`src/hdl/c8ic_pkg.sv`:
```
// Shared types, constants and tables of the CHIP-8 interpreter core.
package c8ic_pkg;

    localparam int MEM_BYTES    = 4096;
    localparam int ADDR_W       = 12;
    localparam int SCREEN_COLS  = 64;
    localparam int SCREEN_ROWS  = 32;
    localparam int ROW_W        = 5;
    localparam int STACK_LEVELS = 16;
    localparam int SP_W         = 4;
    localparam int NUM_REGS     = 16;
    localparam int FONT_BASE    = 0;
    localparam int FONT_BYTES   = 80;
    localparam int S_TDATA_W    = 40;
    localparam int M_TDATA_W    = 96;
    localparam logic [ADDR_W-1:0] PC_RESET = 12'd512;

    localparam logic [1:0] FUNC_POKE = 2'd0;
    localparam logic [1:0] FUNC_EXEC = 2'd1;
    localparam logic [1:0] FUNC_ROW  = 2'd2;

    // Top nibble of the instruction word
    localparam logic [3:0] OPC_SYS     = 4'h0;
    localparam logic [3:0] OPC_JUMP    = 4'h1;
    localparam logic [3:0] OPC_CALL    = 4'h2;
    localparam logic [3:0] OPC_SEQ_K   = 4'h3;
    localparam logic [3:0] OPC_SNE_K   = 4'h4;
    localparam logic [3:0] OPC_SEQ_R   = 4'h5;
    localparam logic [3:0] OPC_LOAD_K  = 4'h6;
    localparam logic [3:0] OPC_ADD_K   = 4'h7;
    localparam logic [3:0] OPC_ALU     = 4'h8;
    localparam logic [3:0] OPC_SNE_R   = 4'h9;
    localparam logic [3:0] OPC_LOAD_I  = 4'hA;
    localparam logic [3:0] OPC_JUMP_V0 = 4'hB;
    localparam logic [3:0] OPC_RAND    = 4'hC;
    localparam logic [3:0] OPC_DRAW    = 4'hD;
    localparam logic [3:0] OPC_KEY     = 4'hE;
    localparam logic [3:0] OPC_MISC    = 4'hF;

    localparam logic [15:0] OP_CLS = 16'h00E0;
    localparam logic [15:0] OP_RET = 16'h00EE;

    localparam logic [3:0] ALU_MOV = 4'h0;
    localparam logic [3:0] ALU_OR  = 4'h1;
    localparam logic [3:0] ALU_AND = 4'h2;
    localparam logic [3:0] ALU_XOR = 4'h3;
    localparam logic [3:0] ALU_ADD = 4'h4;
    localparam logic [3:0] ALU_SUB = 4'h5;
    localparam logic [3:0] ALU_SHR = 4'h6;
    localparam logic [3:0] ALU_SBN = 4'h7;
    localparam logic [3:0] ALU_SHL = 4'hE;

    localparam logic [7:0] KK_SKP      = 8'h9E;
    localparam logic [7:0] KK_SKNP     = 8'hA1;
    localparam logic [7:0] KK_GET_DT   = 8'h07;
    localparam logic [7:0] KK_WAIT_KEY = 8'h0A;
    localparam logic [7:0] KK_SET_DT   = 8'h15;
    localparam logic [7:0] KK_SET_ST   = 8'h18;
    localparam logic [7:0] KK_ADD_I    = 8'h1E;
    localparam logic [7:0] KK_FONT     = 8'h29;
    localparam logic [7:0] KK_BCD      = 8'h33;
    localparam logic [7:0] KK_STORE    = 8'h55;
    localparam logic [7:0] KK_FILL     = 8'h65;

    localparam logic [7:0] HEX_FONT [FONT_BYTES] = '{
        8'hF0, 8'h90, 8'h90, 8'h90, 8'hF0, 8'h20, 8'h60, 8'h20, 8'h20, 8'h70,
        8'hF0, 8'h10, 8'hF0, 8'h80, 8'hF0, 8'hF0, 8'h10, 8'hF0, 8'h10, 8'hF0,
        8'h90, 8'h90, 8'hF0, 8'h10, 8'h10, 8'hF0, 8'h80, 8'hF0, 8'h10, 8'hF0,
        8'hF0, 8'h80, 8'hF0, 8'h90, 8'hF0, 8'hF0, 8'h10, 8'h20, 8'h40, 8'h40,
        8'hF0, 8'h90, 8'hF0, 8'h90, 8'hF0, 8'hF0, 8'h90, 8'hF0, 8'h10, 8'hF0,
        8'hF0, 8'h90, 8'hF0, 8'h90, 8'h90, 8'hE0, 8'h90, 8'hE0, 8'h90, 8'hE0,
        8'hF0, 8'h80, 8'h80, 8'h80, 8'hF0, 8'hE0, 8'h90, 8'h90, 8'h90, 8'hE0,
        8'hF0, 8'h80, 8'hF0, 8'h80, 8'hF0, 8'hF0, 8'h80, 8'hF0, 8'h80, 8'h80
    };

    typedef enum logic [4:0] {
        ST_CLEAR,
        ST_IDLE,
        ST_DISPATCH,
        ST_POKE,
        ST_FETCH_HI,
        ST_FETCH_LO,
        ST_DECODE,
        ST_READ_X,
        ST_READ_Y,
        ST_EXEC,
        ST_DRAW_RD,
        ST_DRAW_WR,
        ST_BCD,
        ST_STORE,
        ST_FILL_RD,
        ST_FILL_WR,
        ST_TIMER,
        ST_DONE
    } state_t;

    typedef enum logic [2:0] {
        MEM_PC, MEM_PC1, MEM_INDEX, MEM_INPUT, MEM_SWEEP
    } mem_sel_t;

    typedef enum logic [1:0] {
        SRC_INPUT, SRC_FONT, SRC_BCD, SRC_REG
    } wsrc_t;

    typedef enum logic [1:0] {
        RSEL_X, RSEL_Y, RSEL_CNT
    } rsel_t;

    typedef enum logic [2:0] {
        LOOP_NONE, LOOP_DRAW, LOOP_BCD, LOOP_STORE, LOOP_FILL
    } loop_t;

    typedef struct packed {
        logic     accept;
        mem_sel_t mem_sel;
        logic     mem_we;
        wsrc_t    wsrc;
        rsel_t    rsel;
        logic     op_hi_ld;
        logic     op_lo_ld;
        logic     vx_ld;
        logic     vy_ld;
        logic     exec;
        logic     draw_step;
        logic     fill_step;
        logic     cnt_inc;
        logic     sweep_inc;
        logic     timer_step;
        logic     out_ld;
    } cmd_t;

    typedef struct packed {
        logic [1:0] func;
        loop_t      loop_kind;
        logic       cnt_last;
        logic       sweep_last;
        logic       out_free;
    } sts_t;

endpackage

```
`src/hdl/c8ic_ctrl.sv`:
```
// Sequencer of the CHIP-8 core: walks each transaction through the datapath.
module c8ic_ctrl (
    input  logic            aclk,
    input  logic            aresetn,
    input  logic            s_tvalid,
    output logic            s_tready,
    input  c8ic_pkg::sts_t  sts,
    output c8ic_pkg::cmd_t  cmd
);

    c8ic_pkg::state_t state_reg, state_next;

    always_ff @(posedge aclk) begin
        if (!aresetn) begin
            state_reg <= c8ic_pkg::ST_CLEAR;
        end else begin
            state_reg <= state_next;
        end
    end

    always_comb begin
        state_next = state_reg;
        unique case (state_reg)
            c8ic_pkg::ST_CLEAR:    if (sts.sweep_last) state_next = c8ic_pkg::ST_IDLE;
            c8ic_pkg::ST_IDLE:     if (s_tvalid) state_next = c8ic_pkg::ST_DISPATCH;
            c8ic_pkg::ST_DISPATCH: begin
                if (sts.func == c8ic_pkg::FUNC_POKE)
                    state_next = c8ic_pkg::ST_POKE;
                else if (sts.func == c8ic_pkg::FUNC_EXEC)
                    state_next = c8ic_pkg::ST_FETCH_HI;
                else
                    state_next = c8ic_pkg::ST_DONE;
            end
            c8ic_pkg::ST_POKE:     state_next = c8ic_pkg::ST_DONE;
            c8ic_pkg::ST_FETCH_HI: state_next = c8ic_pkg::ST_FETCH_LO;
            c8ic_pkg::ST_FETCH_LO: state_next = c8ic_pkg::ST_DECODE;
            c8ic_pkg::ST_DECODE:   state_next = c8ic_pkg::ST_READ_X;
            c8ic_pkg::ST_READ_X:   state_next = c8ic_pkg::ST_READ_Y;
            c8ic_pkg::ST_READ_Y:   state_next = c8ic_pkg::ST_EXEC;
            c8ic_pkg::ST_EXEC: begin
                unique case (sts.loop_kind)
                    c8ic_pkg::LOOP_DRAW:  state_next = c8ic_pkg::ST_DRAW_RD;
                    c8ic_pkg::LOOP_BCD:   state_next = c8ic_pkg::ST_BCD;
                    c8ic_pkg::LOOP_STORE: state_next = c8ic_pkg::ST_STORE;
                    c8ic_pkg::LOOP_FILL:  state_next = c8ic_pkg::ST_FILL_RD;
                    default:              state_next = c8ic_pkg::ST_TIMER;
                endcase
            end
            c8ic_pkg::ST_DRAW_RD:  state_next = c8ic_pkg::ST_DRAW_WR;
            c8ic_pkg::ST_DRAW_WR:
                state_next = sts.cnt_last ? c8ic_pkg::ST_TIMER : c8ic_pkg::ST_DRAW_RD;
            c8ic_pkg::ST_BCD:
                if (sts.cnt_last) state_next = c8ic_pkg::ST_TIMER;
            c8ic_pkg::ST_STORE:
                if (sts.cnt_last) state_next = c8ic_pkg::ST_TIMER;
            c8ic_pkg::ST_FILL_RD:  state_next = c8ic_pkg::ST_FILL_WR;
            c8ic_pkg::ST_FILL_WR:
                state_next = sts.cnt_last ? c8ic_pkg::ST_TIMER : c8ic_pkg::ST_FILL_RD;
            c8ic_pkg::ST_TIMER:    state_next = c8ic_pkg::ST_DONE;
            c8ic_pkg::ST_DONE:     if (sts.out_free) state_next = c8ic_pkg::ST_IDLE;
            default:               state_next = c8ic_pkg::ST_IDLE;
        endcase
    end

    always_comb begin
        cmd      = '0;
        s_tready = 1'b0;
        unique case (state_reg)
            c8ic_pkg::ST_CLEAR: begin
                cmd.mem_sel   = c8ic_pkg::MEM_SWEEP;
                cmd.wsrc      = c8ic_pkg::SRC_FONT;
                cmd.mem_we    = 1'b1;
                cmd.sweep_inc = 1'b1;
            end
            c8ic_pkg::ST_IDLE: begin
                s_tready   = 1'b1;
                cmd.accept = s_tvalid;
            end
            c8ic_pkg::ST_DISPATCH: ;
            c8ic_pkg::ST_POKE: begin
                cmd.mem_sel = c8ic_pkg::MEM_INPUT;
                cmd.wsrc    = c8ic_pkg::SRC_INPUT;
                cmd.mem_we  = 1'b1;
            end
            c8ic_pkg::ST_FETCH_HI: cmd.mem_sel = c8ic_pkg::MEM_PC;
            c8ic_pkg::ST_FETCH_LO: begin
                cmd.mem_sel  = c8ic_pkg::MEM_PC1;
                cmd.op_hi_ld = 1'b1;
            end
            c8ic_pkg::ST_DECODE:   cmd.op_lo_ld = 1'b1;
            c8ic_pkg::ST_READ_X: begin
                cmd.rsel  = c8ic_pkg::RSEL_X;
                cmd.vx_ld = 1'b1;
            end
            c8ic_pkg::ST_READ_Y: begin
                cmd.rsel  = c8ic_pkg::RSEL_Y;
                cmd.vy_ld = 1'b1;
            end
            c8ic_pkg::ST_EXEC:     cmd.exec = 1'b1;
            c8ic_pkg::ST_DRAW_RD:  cmd.mem_sel = c8ic_pkg::MEM_INDEX;
            c8ic_pkg::ST_DRAW_WR: begin
                cmd.draw_step = 1'b1;
                cmd.cnt_inc   = 1'b1;
            end
            c8ic_pkg::ST_BCD: begin
                cmd.mem_sel = c8ic_pkg::MEM_INDEX;
                cmd.wsrc    = c8ic_pkg::SRC_BCD;
                cmd.mem_we  = 1'b1;
                cmd.cnt_inc = 1'b1;
            end
            c8ic_pkg::ST_STORE: begin
                cmd.mem_sel = c8ic_pkg::MEM_INDEX;
                cmd.wsrc    = c8ic_pkg::SRC_REG;
                cmd.rsel    = c8ic_pkg::RSEL_CNT;
                cmd.mem_we  = 1'b1;
                cmd.cnt_inc = 1'b1;
            end
            c8ic_pkg::ST_FILL_RD:  cmd.mem_sel = c8ic_pkg::MEM_INDEX;
            c8ic_pkg::ST_FILL_WR: begin
                cmd.fill_step = 1'b1;
                cmd.cnt_inc   = 1'b1;
            end
            c8ic_pkg::ST_TIMER:    cmd.timer_step = 1'b1;
            c8ic_pkg::ST_DONE:     cmd.out_ld = sts.out_free;
            default: ;
        endcase
    end

endmodule

```
`config.mk`:
```
export PLATFORM = sky130hd
export DESIGN_NAME = c8ic_ctrl
export DESIGN_NICKNAME = d
export VERILOG_FILES = /design/src/hdl/c8ic_pkg.sv /design/src/hdl/c8ic_ctrl.sv
export SDC_FILE = /design/constraint.sdc
export NUM_CORES = 1
export LEC_CHECK = 0
export BUFFER_PORTS_ARGS = -buffer_cell sky130_fd_sc_hd__buf_4
export CORE_UTILIZATION = 30
export CTS_BUF_LIST = sky130_fd_sc_hd__clkbuf_8
export DETAILED_ROUTE_END_ITERATION = 10
export GPL_TIMING_DRIVEN = 0
export MAX_ROUTING_LAYER = met4
export PLACE_DENSITY = 0.53
export SLEW_MARGIN = 20
export SYNTH_ARGS = -nofsm -noshare
export SYNTH_HDL_FRONTEND = slang
export SYNTH_SLANG_ARGS = --single-unit
```
`constraint.sdc`:
```
create_clock -name aclk -period 2.27 [get_ports aclk]
set_input_delay 0 -clock aclk [delete_from_list [all_inputs] [get_ports aclk]]
set_output_delay 0 -clock aclk [all_outputs]
set_load 0.02 [all_outputs]
```
==> summary.md <==
| Metric | Value |
|---|---|
| Run status | complete, no violations |
| Commonest cells after routing, fill and taps aside | buf_4 (31), nor2_1 (12), nor4_1 (8) |
| Fillers | 244 |
| Worst skew pair latency | 220 ps |
| DRT iter0 DRCs | 42 |
| Leakage | 0.449 nW |
| Die height | 50.5 µm |
| Setup Viol. Count Final | 0 |
| CP endpoint kind | flip-flop |
| DP HPWL | 1.79 mm |
| Root buffer cell | clkbuf_8 |
| Top sig layer | met3 |
| First-pass GRT wire length | 3.57 mm |
| Die area | 2550 µm² |
| Pwr Density | 366 nW/µm² |
| Setup Buffers After CTS | 0 |
| Multi-input gate area | 534 µm² |
| Max_cap viols | 0 |
| Netlist Area Pre-Place | 704 µm² |
| Fin area | 1020 µm² |
| Reg area | 100 µm² |
| Hold Buf Count CTS | 0 |
| Placed cell count | 162 |
| Chip width | 50.5 µm |
| Unrepaired setup endpoints after global routing | no |
| Worst slew pin tran | 459 ps |
| DRT Wirelength | 2.32 mm |
| Clock-pin slew on the worst setup and hold paths | 40 ps |
| Largest net degree at the start of global routing | 11 |
| CP Launch Type | flip-flop |
| Fin crit period | 1750 ps |
| Distinct cell type count after synthesis | 38 |
| DRC Markers | 0 |
| WL met2 | 1.08 mm |
| DRT met1 WL | 1.09 mm |
| Starting Density | 31.8% |
| Nets | 150 |
| CTS buffer count | 3 |
| Final Slew Violations | 0 |
| H-Tree Depth | 1 |
| FFs w/ async S/R, synth | 0% |
| 1st-pass router iterations | 4 |
| Initial antenna violation count | 0 |
| Sequential-to-total area share from yosys stat | 14.2% |
| Synth top area share | 14.2% |
| Share of cells above drive strength 1 | 32.6% |
| Main synth FF type | dfxtp_1 |
| Yosys Warn Count | 0 |
| Post-layout util | 46.0% |
| Total track usage | 18.6% |
| Buffers on Ports | 31 |
| ANT cells | 0 |
| Met3 WL post-DR | 151 µm |
| Commonest non-fill, non-tap cell in the layout | buf_4 |
| Fin crit share | 77.3% |
| Clock Skew | 4.14 ps |
| Avg Vias per Cell | 5.51 |
| CTS Buffer Depth | 2 |
| #FFs+latches synth | 5 |
| Synth Instances | 103 |
| GP Congestion | 0.839 |
| Mapped Nets | 114 |
| Max-slew headroom | 69.4% |
| Worst EP arrival | 1860 ps |
| Area growth, synth to finish | 44.4% |
| HP Class | input port to flip-flop |
| WS Path Type | flip-flop to flip-flop |
| Area leader, netlist | dfxtp_1 |
| WL per Instance | 14.0 µm |
| Largest register FFs | 5 |
| Fin Setup TNS | 0 ps |
| Final Hold Vio Count | 0 |
| Post-CTS sizing | 0 |
| Max VDD drop | 305 µV |
| Antenna-violating nets left | 0 |
| Max frequency | 570 MHz |
| Via count | 915 |
| Required time worst endpoint | 2380 ps |
| Clock sinks | 5 |
| Top cells by area, synth | dfxtp_1 (14%), nor4_1 (7.1%), nor2_1 (6.4%), nor3_1 (5.0%), buf_2 (3.6%) |
| Placed Instance Area | 972 µm² |
| Crit-path max FO | 10 |
| Number of enable flip-flop cells after synthesis | 0 |
| Post-Layout Cell Count | 166 |
| I/O Pins | 32 |
| Vias in the first global route | 759 |
| Syn Area/Cell | 6.84 µm² |
| TritonCTS clock tree | built |
| Total Power | 0.372 mW |
| Global route overflow | 0 |
| Core outline area | 2210 µm² |
| # rows | 17 |
==> cell families (layout without fill, tap and decap cells) <==
kind of cell | after synthesis | in the layout | synth area share (%)
AOI/OAI and AO/OA | 29 | 29 | 31.1
xor gates and xnor gates | 3 | 3 | 3.73
and+or+nand+nor | 51 | 51 | 41.0
DFF | 5 | 5 | 14.2
buffers and inverters | 15 | 50 | 9.95
==> worst max-delay path, stage by stage (launching register included) <==
cell,delay [ps]
dfxtp_1,400
clkbuf_1,400
inv_1,200
a222oi_1,390
o32a_1,220
nor2_1,40
==> layer usage <==
| metal | vias to the layer above | track usage [%] |
|---|---|---|
| met1 | 421 | 26.1 |
| li1 | 454 | - |
| met5 | - | - |
| met3 | 0 | 3.03 |
| met4 | 0 | 2.78 |
| met2 | 40 | 28.2 |
==> through the flow <==
stage	hold slack [ps]	setup slack (ps)
6_report	16.6	515
5_1_grt	25.9	451
4_1_cts	14.4	528
3_5_place_dp	246	531
3_3_place_gp	240	546
2_1_floorplan	129	537
==> final timing paths <==
| path | from | to | slack, ps | depth (start not counted) |
|---|---|---|---|---|
| setup / recovery | state_reg[4] | state_reg[4] | 520 | 5 |
| hold / removal | aresetn | state_reg[0] | 20 | 2 |
| setup reg to reg | state_reg[4] | state_reg[4] | 520 | 5 |
| hold reg to reg | state_reg[2] | state_reg[4] | 790 | 3 |
==> report_power, final <==
| part | total [mW] | internal (mW) | switching, mW | leakage, nW |
|---|---|---|---|---|
| logic | 0.119 | 0.0529 | 0.0665 | 0.382 |
| clock network | 0.157 | 0.116 | 0.0416 | 0.0269 |
| registers | 0.0953 | 0.0910 | 0.00432 | 0.0406 |
| total | 0.372 | 0.260 | 0.112 | 0.449 |
==> cell usage after synthesis (all sizes together), types with 3 or more instances <==
cell and n:
nor2b 3, o21ai 3, dfxtp 5, nor3 8, a22oi 3, nand2 6
nor2 13, o22ai 3, a21oi 4, nor4 8, buf 6, inv 6
clkbuf 3, nand2b 4
==> cell type report <==
| class | count | share of cell area (%) |
|---|---|---|
| well taps | 28 | 3.44 |
| clock buffers | 3 | 4.06 |
| inverters | 6 | 2.21 |
| clock inverters | 1 | 0.369 |
| repair buffers | 31 | 22.9 |
| multi-input cells | 83 | 52.5 |
| flip-flops and latches | 5 | 9.84 |
| plain buffers | 9 | 4.67 |
Power figures use the tool's default switching activity.
